## config.mk

```make
export PLATFORM = sky130hd
export DESIGN_NAME = delay_timer_bank
export DESIGN_NICKNAME = d
export VERILOG_FILES = /design/src/dtb_pkg.sv /design/src/dtb_slot_bank.sv /design/src/delay_timer_bank.sv
export SDC_FILE = /design/constraint.sdc
export NUM_CORES = 1
export LEC_CHECK = 0
export ABC_AREA = 1
export BUFFER_PORTS_ARGS = -buffer_cell sky130_fd_sc_hd__buf_2
export CORE_MARGIN = 2
export CORE_UTILIZATION = 30
export DETAILED_ROUTE_END_ITERATION = 8
export SYNTH_ARGS = -nofsm -noshare
export SYNTH_HDL_FRONTEND = slang
export SYNTH_SLANG_ARGS = --single-unit
```

## constraint.sdc

```tcl
create_clock -name clk -period 4.8 [get_ports clk]
set_input_delay 0 -clock clk [delete_from_list [all_inputs] [get_ports clk]]
set_output_delay 0 -clock clk [all_outputs]
set_load 0.1 [all_outputs]
```

## src/dtb_pkg.sv

```systemverilog
// dtb_pkg: shared types and constants for the delay timer bank
// depends on nothing; used by dtb_slot_bank and delay_timer_bank
package dtb_pkg;

  localparam int DEF_NUM_SLOTS = 16;
  localparam int SLOT_ID_W     = 5;
  localparam int TICK_W        = 32;
  localparam logic [TICK_W-1:0] TICK_MAX = 32'hffff_ffff;

  typedef enum logic [1:0] {
    CMD_TICK  = 2'd0,
    CMD_START = 2'd1,
    CMD_STOP  = 2'd2,
    CMD_CHECK = 2'd3
  } cmd_t;

  typedef struct packed {
    cmd_t                  command;
    logic [SLOT_ID_W-1:0]  slot_id;
    logic [TICK_W-1:0]     delay_ticks;
  } in_word_t;

  typedef struct packed {
    logic id_valid;
    logic completed;
  } out_word_t;

  // write request into the slot store
  typedef struct packed {
    logic [SLOT_ID_W-1:0] slot_id;
    logic                 do_start;
    logic                 do_clear;
    logic [TICK_W-1:0]    delay_ticks;
  } slot_req_t;

  // read status of the addressed slot
  typedef struct packed {
    logic in_range;
    logic active;
    logic elapsed;
  } slot_stat_t;

endpackage

```

## src/dtb_slot_bank.sv

```systemverilog
// dtb_slot_bank: per-slot start, length and active storage with elapsed test
// depends on dtb_pkg
module dtb_slot_bank #(
  parameter int NUM_SLOTS = dtb_pkg::DEF_NUM_SLOTS
) (
  input  logic                          clk,
  input  logic                          rst_n,
  input  dtb_pkg::slot_req_t            req_i,
  input  logic [dtb_pkg::TICK_W-1:0]    tick_i,
  output dtb_pkg::slot_stat_t           stat_o
);

  localparam int IDX_W = (NUM_SLOTS > 1) ? $clog2(NUM_SLOTS) : 1;

  logic [dtb_pkg::TICK_W-1:0] start_r [NUM_SLOTS];
  logic [dtb_pkg::TICK_W-1:0] len_r   [NUM_SLOTS];
  logic [NUM_SLOTS-1:0]       active_r, active_nxt;

  logic [IDX_W-1:0]         idx;
  logic                     in_range;
  logic [dtb_pkg::TICK_W:0] deadline;

  assign idx      = req_i.slot_id[IDX_W-1:0];
  assign in_range = ({1'b0, req_i.slot_id} < (dtb_pkg::SLOT_ID_W+1)'(NUM_SLOTS));

  // 33-bit deadline, no wrap handling
  assign deadline = {1'b0, start_r[idx]} + {1'b0, len_r[idx]};

  assign stat_o.in_range = in_range;
  assign stat_o.active   = in_range & active_r[idx];
  assign stat_o.elapsed  = ({1'b0, tick_i} >= deadline);

  always_comb begin
    active_nxt = active_r;
    if (in_range && req_i.do_start) begin
      active_nxt[idx] = 1'b1;
    end else if (in_range && req_i.do_clear) begin
      active_nxt[idx] = 1'b0;
    end
  end

  always_ff @(posedge clk) begin
    if (!rst_n) begin
      active_r <= '0;
    end else begin
      active_r <= active_nxt;
    end
  end

  always_ff @(posedge clk) begin
    if (in_range && req_i.do_start) begin
      start_r[idx] <= tick_i;
      len_r[idx]   <= req_i.delay_ticks;
    end
  end

endmodule

```

## src/delay_timer_bank.sv

```systemverilog
// delay_timer_bank: top level of the delay slot bank with shared tick counter
// depends on dtb_pkg and dtb_slot_bank
//
// One word per clock: busy never rises, so start may be held high every
// cycle. A command is captured into an input register, executed against the
// tick counter and the slot store in the following cycle, and its result
// appears on out_word with out_strobe in the cycle after that.
// Every command yields one result word. The result is shown for a single
// cycle and cannot be stalled, so the receiver must take it whenever
// out_strobe is high. A command sees all effects of the one before it; no
// clearing pass is needed after reset.
module delay_timer_bank #(
  parameter int NUM_SLOTS = dtb_pkg::DEF_NUM_SLOTS
) (
  input  logic               clk,
  input  logic               rst_n,
  input  logic               start,
  output logic               busy,
  input  dtb_pkg::in_word_t  in_word,
  output logic               out_strobe,
  output dtb_pkg::out_word_t out_word
);

  logic                       item_vld_r;
  dtb_pkg::in_word_t          item_r;
  logic [dtb_pkg::TICK_W-1:0] tick_r, tick_nxt;
  logic                       strobe_r;
  dtb_pkg::out_word_t         res_r, res_nxt;

  dtb_pkg::slot_req_t  req;
  dtb_pkg::slot_stat_t stat;

  logic is_tick, is_start, is_stop, is_check;

  assign busy = 1'b0;

  assign is_tick  = item_vld_r && (item_r.command == dtb_pkg::CMD_TICK);
  assign is_start = item_vld_r && (item_r.command == dtb_pkg::CMD_START);
  assign is_stop  = item_vld_r && (item_r.command == dtb_pkg::CMD_STOP);
  assign is_check = item_vld_r && (item_r.command == dtb_pkg::CMD_CHECK);

  always_comb begin
    req.slot_id     = item_r.slot_id;
    req.delay_ticks = item_r.delay_ticks;
    req.do_start    = is_start;
    req.do_clear    = is_stop | (is_check & stat.active & stat.elapsed);
  end

  dtb_slot_bank #(
    .NUM_SLOTS (NUM_SLOTS)
  ) u_slots (
    .clk    (clk),
    .rst_n  (rst_n),
    .req_i  (req),
    .tick_i (tick_r),
    .stat_o (stat)
  );

  always_comb begin
    tick_nxt = tick_r;
    if (is_tick) begin
      tick_nxt = (tick_r == dtb_pkg::TICK_MAX) ? '0 : tick_r + 1'b1;
    end
  end

  always_comb begin
    res_nxt.id_valid  = item_vld_r && !is_tick && stat.in_range;
    res_nxt.completed = is_check & stat.active & stat.elapsed;
  end

  always_ff @(posedge clk) begin
    if (!rst_n) begin
      item_vld_r <= 1'b0;
      strobe_r   <= 1'b0;
      tick_r     <= '0;
    end else begin
      item_vld_r <= start & ~busy;
      strobe_r   <= item_vld_r;
      tick_r     <= tick_nxt;
    end
  end

  always_ff @(posedge clk) begin
    if (start && !busy) begin
      item_r <= in_word;
    end
    res_r <= res_nxt;
  end

  assign out_strobe = strobe_r;
  assign out_word   = res_r;

endmodule
```

### Yosys cells after proc, flatten, opt, wreduce, memory -nomap -nowiden

Memories as Yosys holds them, arrays and structs flattened. A register that Yosys moved wholly into a read port is not among the register bits.
Cells that the tools add are included.

| storage, ports and cells | value |
|---|---|
| register bits after elaboration | 91 |
| bits in writable memories | 1024 |
| bits of input ports | 42 |
| output and inout port bits | 4 |
| word-level logic and storage cells | 51 |
| memories | 2 |

Memories:

| memory | words | bits a word | read ports | clocked after Yosys merged registers in | wr ports | line | RTL |
|---|---|---|---|---|---|---|---|
| u_slots.len_r | 16 | 32 | 1 | 1 | 1 | dtb_slot_bank.sv:16 | `logic [dtb_pkg::TICK_W-1:0] len_r [NUM_SLOTS];` |
| u_slots.start_r | 16 | 32 | 1 | 1 | 1 | dtb_slot_bank.sv:15 | `logic [dtb_pkg::TICK_W-1:0] start_r [NUM_SLOTS];` |

| operators by class | value |
|---|---|
| add/sub/neg operators | 2 |
| order comparisons | 4 |
| equal/unequal tests | 4 |
| muxes and demuxes | 11 |
| bitwise gates (word level) | 7 |
| reduce and logical (&&, ||, !) cells | 12 |

Operator list:

| kind | number |
|---|---|
| 32-bit by 32-bit adder with 33-bit output | 1 |
| 32-bit by 33-bit greater-or-equal comparator with 1-bit output | 1 |
| 32-bit by 1-bit adder with 32-bit output (second input constant) | 1 |
| 32-bit == test (second input constant) | 1 |
| 16-bit 2-to-1 mux | 2 |
| 32-bit 2-to-1 mux | 1 |
| 16-bit AND | 1 |
| 16-bit NOT | 1 |
| 16-bit bitwise OR | 1 |
| 1-bit logical AND | 9 |
| 4-bit 2-to-1 mux | 2 |
| 4-bit by 5-bit less-than comparator with 1-bit output (second input constant) | 1 |
| 5-bit less-than comparator (second input constant) | 1 |
| 1-bit binary-select mux with 4-bit select | 1 |
| 1-bit demux with 4-bit select | 1 |
| 2-bit == test (second input constant) | 2 |
| 4-bit by 1-bit greater-or-equal comparator with 1-bit output (second input constant) | 1 |
| 1-bit 2-to-1 mux | 4 |
| 1-bit AND | 3 |
| 2-bit by 1-bit == test with 1-bit output (second input constant) | 1 |
| 2-bit logical NOT | 1 |
| 2-bit nonzero test | 1 |
| 1-bit logical NOT | 1 |
| 1-bit bitwise OR | 1 |

### Logic depth before layout (Yosys ltp)

Gate-level depths: netlist (run 1).

| logic depth | value |
|---|---|
| depth after elaboration | 9 |
| depth in mapped cells | 42 |
| gate-level depth less buffers | 39 |

### Hierarchy

Synthesis (run 1) repeated with hierarchy kept, for this count alone.

| second synthesis, totals | value |
|---|---|
| cells, all modules | 2924 |
| area total of the unflattened synthesis | 44051.0 µm² |

Modules (own cells, without submodules):

| module | instances | cells each | area each (µm²) | seq. area each (µm²) |
|---|---|---|---|---|
| dtb_slot_bank | 1 | 2569 | 40903.0 | 31069.8 |
| delay_timer_bank | 1 | 355 | 3148.0 | 1891.8 |

### Worst setup path before layout (run 1)

No wires, ideal clock.

| timing path | value |
|---|---|
| kind | register to register |
| start point | register with a tool-made name |
| end point | register with a tool-made name |
| setup time | 71 ps |
| data arrival time | 4797 ps |
| required time | 4729 ps |
| path slack | -68 ps |
| cell stages (with the launch flop) | 41 |
| buffers on the path | 4 |
| clock period less this slack | 4868 ps |
| cell sequence | dfxtp_1 buf_2 clkbuf_1 buf_1 mux2i_1 o21ai_0 o211ai_1 nand2_1 ha_1 nand2_1 nor2_1 nand2_1 o211ai_1 nand3_1 nand2_1 nand3_1 nand2_1 a21oi_1 [... 5 more ...] nand2_1 inv_1 nand3_1 inv_1 a21oi_1 nand2_1 nand2_1 nand2_1 nand2_1 nand2_1 nand2_1 nand2_1 nand2_1 nand2_2 buf_4 nand3_1 nand2_1 a21oi_1 |

==> results.txt, run 1 <==
The relative contribution of sequential cells to total power is 47.2%. Ranked by total cell area, the synthesized netlist is headed by edfxtp_1, mux2i_1, o211ai_1, o21ai_0, a21oi_1. The synthesized cell area came out at 46,700 sq um. The wire length of the first global-routing pass is 183,000 microns. The switching share of total power came out at 25.1%. The average size of a mapped cell is 13.3 sq um. For this run, design rule violations remaining after detail routing come to 0. The width of the chip is 399 microns. The final critical path time including I/O delays and setup is 4920 ps.

Setup repair after global routing could not meet its margin everywhere. The number of global-route vias before repair is 28,500. For the worst setup path, the data arrival time is 5460 ps.

The kind of path behind the tightest hold check is in -> reg. The number of setup violations in the final report came out at 16. The post-route antenna net violation count came out at 0.

The maximum clock insertion buffer count came out at 3. The largest incremental delay on the critical path came out at 450 ps. The number of synthesized register bits came out at 1,119. Between clock sinks in the finished design, the worst skew comes to 21.0 ps. The total global routing track utilization is 15.3%. The critical path is of the reg -> reg type. TritonCTS built the clock tree. The number of buffers created by CTS came out at 112. The worst pin sits at a relative slew slack of 15.6%. Of the total power, combinational logic draws 15.4%. The overall routed net length came out at 125,000 microns. The number of max-cap violations came out at 0. The detailed-placement wirelength estimate is 68,700 microns. Row generation in the floorplan step produced 144 rows. The post-synthesis instance total came out at 3,501. The internal power came out at 17,200 uW. The number of nets in the layout came out at 3,953. After detailed routing, the average wire length per cell comes to 20.9 microns. The share of synthesized area occupied by flip-flops and latches came out at 70.7%. The count of flip-flops with a built-in enable after synthesis is 1,063.

The launching element type of the critical path is a flip-flop. The top-level I/O count came out at 46. The post-layout total power came out at 22,900 uW. For the final routed database, the setup TNS stands at -1640 ps. The full die area is 159,000 sq um. The number of antenna diodes in the final layout is 0. The power per cell area is 401 nW/um^2. The final count of hold timing violations came out at 0. At the pin with the least slew margin, the transition time is 1260 ps. The fraction of layout cells with a size suffix above 1 is 17.3%.

In the finished design, the share of the clock period the worst path needs comes to 102%. The slack of the critical path is -115 ps. Once the floorplan was initialized, standard cells occupied 30.3% of the core.

The filler cell count in the final layout came out at 14,500. The synthesized net count is 3,609. The number of warnings reported in the yosys synthesis log came out at 0. The remaining global-route overflow is 0. The total count of max-transition violations in the final report came out at 0.

The power dissipated by switching net loads came out at 5740 uW. After synthesis, the share of flip-flops with an asynchronous set or reset is 0%. The pin count of the biggest net entering global routing is 53. The chip height is 399 microns. The largest individual stage delay along the critical path comes from the cell dfxtp_4. STA classifies the critical path endpoint as a flip-flop. The total number of vias came out at 29,500. The run finished, with violations left. The global placement routability congestion is 0.874. The clock network latency to the later pin of the worst-skew pair came out at 710 ps.

The buffer type at the clock tree root is clkbuf_16. Summed over all cells, the static leakage comes to 0.0202 uW. The fraction of post-synthesis cell area in the top cell type by area is 68.3%. The floorplan core area came out at 154,000 sq um.

The largest area contributor in the netlist is edfxtp_1. The most numerous cell type found on the critical path is nand2_1. The per-cell via count in the routed design came out at 4.93.

The biggest fanout along the worst timing path is 8. The required time at the endpoint of the critical path is 5340 ps. The initial antenna violation count is 3. The number of detailed-routing iterations run before antenna repair is 6. The primary flip-flop cell chosen by synthesis mapping is edfxtp_1.

On the final layout, the worst hold slack is 32.4 ps. The first routing iteration left 2,556 violations. The maximum clock frequency came out at 0.203 GHz.

The depth of the CTS H-tree came out at 3. The clock share of power came out at 37.5%. The number of distinct library cell variants in the gate-level netlist after synthesis came out at 50. VDD sags by at most 0.289 mV. The total clock sinks came out at 1,119. The final reports fail on negative setup slack.

The growth of design area from synthesis to finish is 22.4%. The quantity of I/O buffers inserted on ports came out at 44. Clock-pin slew was measured on the worst setup and hold paths at 60 ps.
[metrics by stage]
stage | instance area, sq um | cells | setup slack, ps | utilization [%]
2_1_floorplan | 46700 | 3501 | 26.0 | -
3_3_place_gp | 51300 | 5658 | -579 | 33.2
3_5_place_dp | 51300 | 5658 | -554 | 33.2
4_1_cts | 56500 | 5958 | -16.2 | 36.6
5_1_grt | 57200 | 5982 | -369 | 37.0
6_report | 57200 | 5982 | -115 | 37.0
[worst paths after layout]
path,startpoint,to,slack [ps],depth (start not counted)
max,flip-flop,flip-flop,-120,31
min,in_word[20],item_r[20]$_DFFE_PP_,30,2
max reg2reg,flip-flop,flip-flop,-120,31
min reg2reg,tick_r[7]$_SDFFE_PN0P_,u_slots.start_r[11][7]$_DFFE_PP_,460,0
[registers in the layout (all words and copies together) (netlist names), named ones only]
signal           cells
item_r              39
u_slots.start_r    512
out_strobe           1
tick_r              32
u_slots.len_r      512
out_word             2
item_vld_r           1
[synthesized netlist by cell type (2+ instances only)]
| cell type | number |
|---|---|
| a211oi_1 | 5 |
| a21o_1 | 3 |
| a21oi_1 | 338 |
| a221oi_1 | 2 |
| a22oi_1 | 8 |
| buf_1 | 16 |
| buf_2 | 24 |
| buf_4 | 3 |
| clkbuf_1 | 146 |
| dfxtp_1 | 56 |
| edfxtp_1 | 1063 |
| ha_1 | 65 |
| inv_1 | 359 |
| inv_2 | 4 |
| mux2i_1 | 256 |
| nand2_1 | 235 |
| nand2_2 | 3 |
| nand3_1 | 108 |
| nand3_2 | 4 |
| nand3b_1 | 3 |
| nand4_1 | 9 |
| nor2_1 | 79 |
| nor2_2 | 6 |
| nor2_4 | 5 |
| nor3_1 | 24 |
| nor3_2 | 2 |
| nor3b_1 | 2 |
| nor4_1 | 6 |
| o211ai_1 | 257 |
| o21a_1 | 2 |
| o21ai_0 | 349 |
| o21ai_1 | 3 |
| o21ai_2 | 2 |
| o21bai_1 | 2 |
| o31ai_1 | 3 |
| xnor2_1 | 22 |
| xor2_1 | 14 |
[logic make-up after synthesis]
kind of cell	Yosys count	share of synthesized area, %
AO/OA/AOI/OAI	978	12.0
XOR/XNOR	36	0.675
adder cells (fa/ha/maj)	66	1.78
buffers and inverters	555	4.59
flip-flops	1119	70.7
multiplexers	256	5.49
other	1	0.00803
AND/OR/NAND/NOR	490	4.70
[per-layer routing]
metal | vias up | global-route usage [%] | wire length (microns)
li1 | 13700 | - | -
met3 | 216 | 2.22 | 7630
met4 | 2 | 5.27 | 3830
met1 | 14700 | 20.7 | 54200
met5 | - | 0 | 9
met2 | 950 | 25.1 | 59500
[area by class of cell]
class | count | area (sq um) | share of cell area, %
Sequential cell | 1119 | 33100 | 57.8
Multi-Input combinational cell | 1828 | 12200 | 21.3
Timing Repair Buffer | 421 | 4400 | 7.70
Clock buffer | 140 | 2990 | 5.23
Tap cell | 2044 | 2560 | 4.47
Inverter | 363 | 1420 | 2.48
Clock inverter | 67 | 579 | 1.01
[cell usage in the layout, fill, tap and decap left out, drive strengths merged, types with 90 or more instances in the layout]
master     n
o211ai   257
clkbuf   147
a21oi    338
inv      369
nor2      90
buf      344
o21ai    354
nand3    113
nand2    240
edfxtp  1063
mux2i    256
[worst max-delay path: cells and delay by family (launching register included)]
family | cells | cell delay (ps)
simple gates | 16 | 1900
compound gates | 7 | 860
flops | 1 | 450
fa+ha+maj | 2 | 540
buf+inv | 5 | 810
xor+xnor | 1 | 180
[timing repair]
item                                    in CTS  in global routing
endpoints found under the setup margin      17                 17
pin swaps                                   28                 50
setup buffers                               17                 18
gates cloned                                14                  7
gates resized for setup                    108                 89
hold buffers                                62                  0
endpoints found under the hold margin       76                  0
[power by group through the flow]
stage	clock network (uW)	registers [uW]	logic, uW
finish	8590	10800	3520
global route	9110	10800	3800
CTS	8730	10800	3320
detailed placement	0	11000	2940
global placement	0	11000	2930
floorplan	0	11000	1680
Note: power is estimated with default switching activity, not from simulation.
==> inputs of run 2 (changes only) <==
Settings changed: ABC_AREA 1 to default, GPL_TIMING_DRIVEN from default to 0.
==> results.txt, run 2 <==
The violation count after the first detailed-route iteration came out at 2,748 (+7.5%). STA classifies the critical path startpoint as a flip-flop. The clock network latency to the later pin of the worst-skew pair came to 710 ps (about the same).

The post-synthesis instance total is 2,021 (-42%). The fraction of layout cells with a size suffix above 1 is 32.5% (+15 points). Among all stages on the critical path, the largest delay is contributed by mux4_2. The global-route met3 utilization is 3.12% (+0.90 points).

The data arrival at the endpoint of the critical path came out at 6430 ps (+970 ps). The final count of hold timing violations was 0 (unchanged). The top-level I/O count is 46 (unchanged). The min-delay analysis places its worst path in the category in -> reg. The largest incremental delay on the critical path is 590 ps (+140 ps). The sum of negative setup slack came out at -17,330 ps (-15,690 ps).

The post-route antenna net violation count is 0 (unchanged). The growth of design area from synthesis to finish came to 22.4% (about the same). The final routed wire length divided by cell count is 25.6 microns (+22%).

The global routing met2 resource utilization came out at 23.7% (-1.4 points). The depth of the CTS H-tree is 3 (unchanged). The overall routed net length came out at 111,000 microns (-11%).

The remaining global-route overflow is 0 (unchanged). edfxtp_1 takes more of the synthesized area than any other cell. The post-CTS clock slew at the launch and capture registers of the worst setup and hold paths is 60 ps (about the same). The share of synthesized area occupied by flip-flops and latches came out at 74.7% (+4.0 points). The number of global-route vias before repair is 23,200 (-19%).

The full die area came out at 150,000 sq um (-5.3%). The total global routing track utilization came out at 14.7% (-0.66 points). The final cell utilization of the core came out at 37.1% (+0.065 points).

The number of nets in the layout is 2,448 (-38%). The biggest fanout along the worst timing path came out at 8 (unchanged). The number of setup violations in the final report is 17 (+1).

The synthesized net count is 2,129 (-41%). Traced cell by cell, the critical path runs through clkbuf_16 -> clkbuf_16 -> buf_16 -> mux4_2 -> mux4_2 -> ha_4 -> and4_4 -> and3_4 -> nand3_4 -> a21bo_4 -> a31oi_4 -> buf_4 -> a31oi_1 -> xor2_1 -> ha_1 -> nand4_1 -> nor2_2 -> nand4_1 -> a211o_1 -> a41o_4 -> o22ai_4 -> buf_12 -> buf_8 -> a31oi_1. Among cell families on the critical path, the largest total delay comes from compound AO/OA/AOI/OAI gates. The async set or reset register ratio after synthesis came out at 0% (unchanged). By instance count, the leading cell after synthesis is edfxtp_1.

The quantity of I/O buffers inserted on ports came out at 44 (unchanged). The library cell used most frequently in the layout, excluding fill and tap cells, is edfxtp_1. The average size of a mapped cell came out at 21.9 sq um (+64%). The instance area after placement came out at 49,000 sq um (-4.4%).

The flow ran to the end, but the final reports show violations. The transition time of the tightest slew-check pin is 1070 ps (-194 ps). The number of max-cap violations came out at 0 (unchanged).

The wire length of the first global-routing pass came to 160,000 microns (-12%). The number of distinct library cell variants in the gate-level netlist after synthesis came out at 67 (+34%). The width of the chip came out at 388 microns (-2.7%).

The total clock sinks came out at 1,119 (unchanged). The global placement routability congestion was 0.778 (-11%). Setup repair after global routing could not meet its margin everywhere. The number of antenna diodes is 0 (unchanged). The post-place setup slack is -2370 ps (-1820 ps). The number of detailed-routing iterations run before antenna repair is 7 (+1). The met1 track demand over resource is 20.0% (-0.76 points). The total count of max-transition violations in the final report came out at 0 (unchanged). The critical path capture point type is a flip-flop.

The checks that failed: negative setup slack. The chip height came out at 388 microns (-2.7%). The number of buffer and inverter instances along the worst setup path is 6 (+1). The synthesized cell area was 44,200 sq um (-5.4%).

The number of design rule violations left after detail routing is 0 (unchanged). The number of synthesized register bits was 1,119 (unchanged). The number of buffers created by CTS is 114 (+1.8%).

The global routing's busiest layer is met2. The per-cell via count in the routed design is 5.12 (+3.7%). The initial core utilization came out at 30.3% (+0.042 points). After synthesis, the most frequently instantiated cells are edfxtp_1, mux4_2, ha_1, nor2_1, dfxtp_1. The fraction of post-synthesis cell area in the top cell type by area is 72.2% (+3.9 points).

The count of flip-flops with a built-in enable after synthesis came out at 1,063 (unchanged). The maximum clock insertion buffer count is 3 (unchanged). The cell area after layout was 54,100 sq um (-5.3%). The maximum clock skew at final layout is 41.0 ps (+20.0 ps). The required time at the endpoint of the critical path is 5350 ps (about the same). The primary flip-flop cell chosen by synthesis mapping is edfxtp_1. The pin count of the biggest net entering global routing is 31 (-42%). The row count is 140 (-2.8%). The total leakage power came out at 0.0161 uW (-20%). The filler cell count in the final layout came out at 13,000 (-11%).

The initial antenna violation count was 2 (-1). The worst setup path is of the reg -> reg kind. The total number of vias came out at 22,300 (-25%). The post-layout total power came out at 21,300 uW (-7.2%).

The part of the cycle the worst path needs came out at 122% (+20 points). The number of warnings reported in the yosys synthesis log is 0 (unchanged). The detailed-placement wirelength estimate was 72,300 microns (+5.3%).

The library cells used most frequently in the layout, excluding fill and tap cells, are edfxtp_1, mux4_2, clkbuf_16. The floorplan core area came out at 146,000 sq um (-5.5%). The highest ir drop seen on vdd came out at 0.328 mV (+13%).

The power per cell area is 393 nW/um^2 (-2.0%). The buffer type at the clock tree root is clkbuf_16. Sorting the synthesized cells by area gives the leading types as edfxtp_1, mux4_2, dfxtp_1, ha_1, xnor2_1. The tightest slew margin relative to the limit came out at 28.6% (+13 points). The maximum clock frequency is 0.170 GHz (-16%). The clock tree from TritonCTS is done. The final critical path time including I/O delays and setup is 5880 ps (+961 ps).

The largest registers in the layout are u_slots.len_r (512), u_slots.start_r (512), item_r (39). The slack of the critical path is -1080 ps (-961 ps).
[run 2: cell count changes in the layout (fill, tap and decap cells not counted), moves of 81 or more]
| cell | previous run | this run |
|---|---|---|
| inv_1 | 340 | 13 |
| mux4_2 | 0 | 323 |
| o21ai_0 | 328 | 29 |
| a21oi_1 | 317 | 31 |
| mux2i_1 | 255 | 1 |
| o211ai_1 | 257 | 5 |
| buf_4 | 231 | 43 |
| nand2_1 | 201 | 36 |
| nand3_1 | 97 | 16 |
[run 2: cell type report]
cell class | count | area (sq um) | share of cell area [%]
buffer | 81 | 938 | 1.73
clock buffer | 136 | 2960 | 5.46
clock inverter | 77 | 594 | 1.10
inverter | 16 | 62.6 | 0.116
multi-input combinational | 804 | 11400 | 21.0
sequential | 1119 | 33000 | 61.1
tap | 1917 | 2400 | 4.43
timing repair buffer | 204 | 2770 | 5.12
[run 2: timing repair]
| action | 4_1_cts | 5_1_grt |
|---|---|---|
| hold endpoints to repair | 96 | 0 |
| hold buffers | 52 | 0 |
| endpoints found under the setup margin | 17 | 17 |
| cloned | 6 | 0 |
| resized for setup | 129 | 29 |
| setup buffers | 20 | 9 |
| pin swaps | 19 | 14 |
[run 2: routing by layer]
metal / wire length [microns] / part of all wire, % / vias up
met5: 27 / 0.024 / -
met4: 2410 / 2.2 / 4
met3: 8720 / 7.8 / 174
met2: 53100 / 48 / 946
met1: 47100 / 42 / 11900
li1: - / - / 9241
[run 2: final timing paths]
kind / startpoint / end / slack (ps) / depth (start not counted)
worst max register to register: flip-flop / flip-flop / -1080 / 24
worst min register to register: item_r[36]$_DFFE_PP_ / out_word[1]$_DFF_P_ / 490 / 1
worst max-delay path: flip-flop / flip-flop / -1080 / 24
worst min-delay path: in_word[5] / item_r[5]$_DFFE_PP_ / 40 / 2
[run 2: cells by family (layout without fill, tap and decap cells)]
group / count (synthesis) / in the layout / synth area share [%]
flops: 1119 / 1119 / 74.7
simple gates: 195 / 195 / 2.26
compound gates: 161 / 161 / 2.45
mux: 330 / 330 / 16.7
xor+xnor: 51 / 51 / 1.01
buf+inv: 98 / 514 / 0.945
other cells: 1 / 1 / 0.00848
fa+ha+maj: 66 / 66 / 1.89
[run 2: through the flow]
| step | instances | hold WS (ps) |
|---|---|---|
| floorplan | 2021 | 98.9 |
| global placement | 3982 | 179 |
| detailed placement | 4056 | 179 |
| CTS | 4346 | 2.27 |
| global route | 4354 | 27.6 |
| finish | 4354 | 35.5 |
[run 2: where the power goes]
part           internal (uW)  switching, uW  total (uW)
Combinational            953           1050        2000
Clock                   4800           3650        8450
Sequential             10700            102       10800
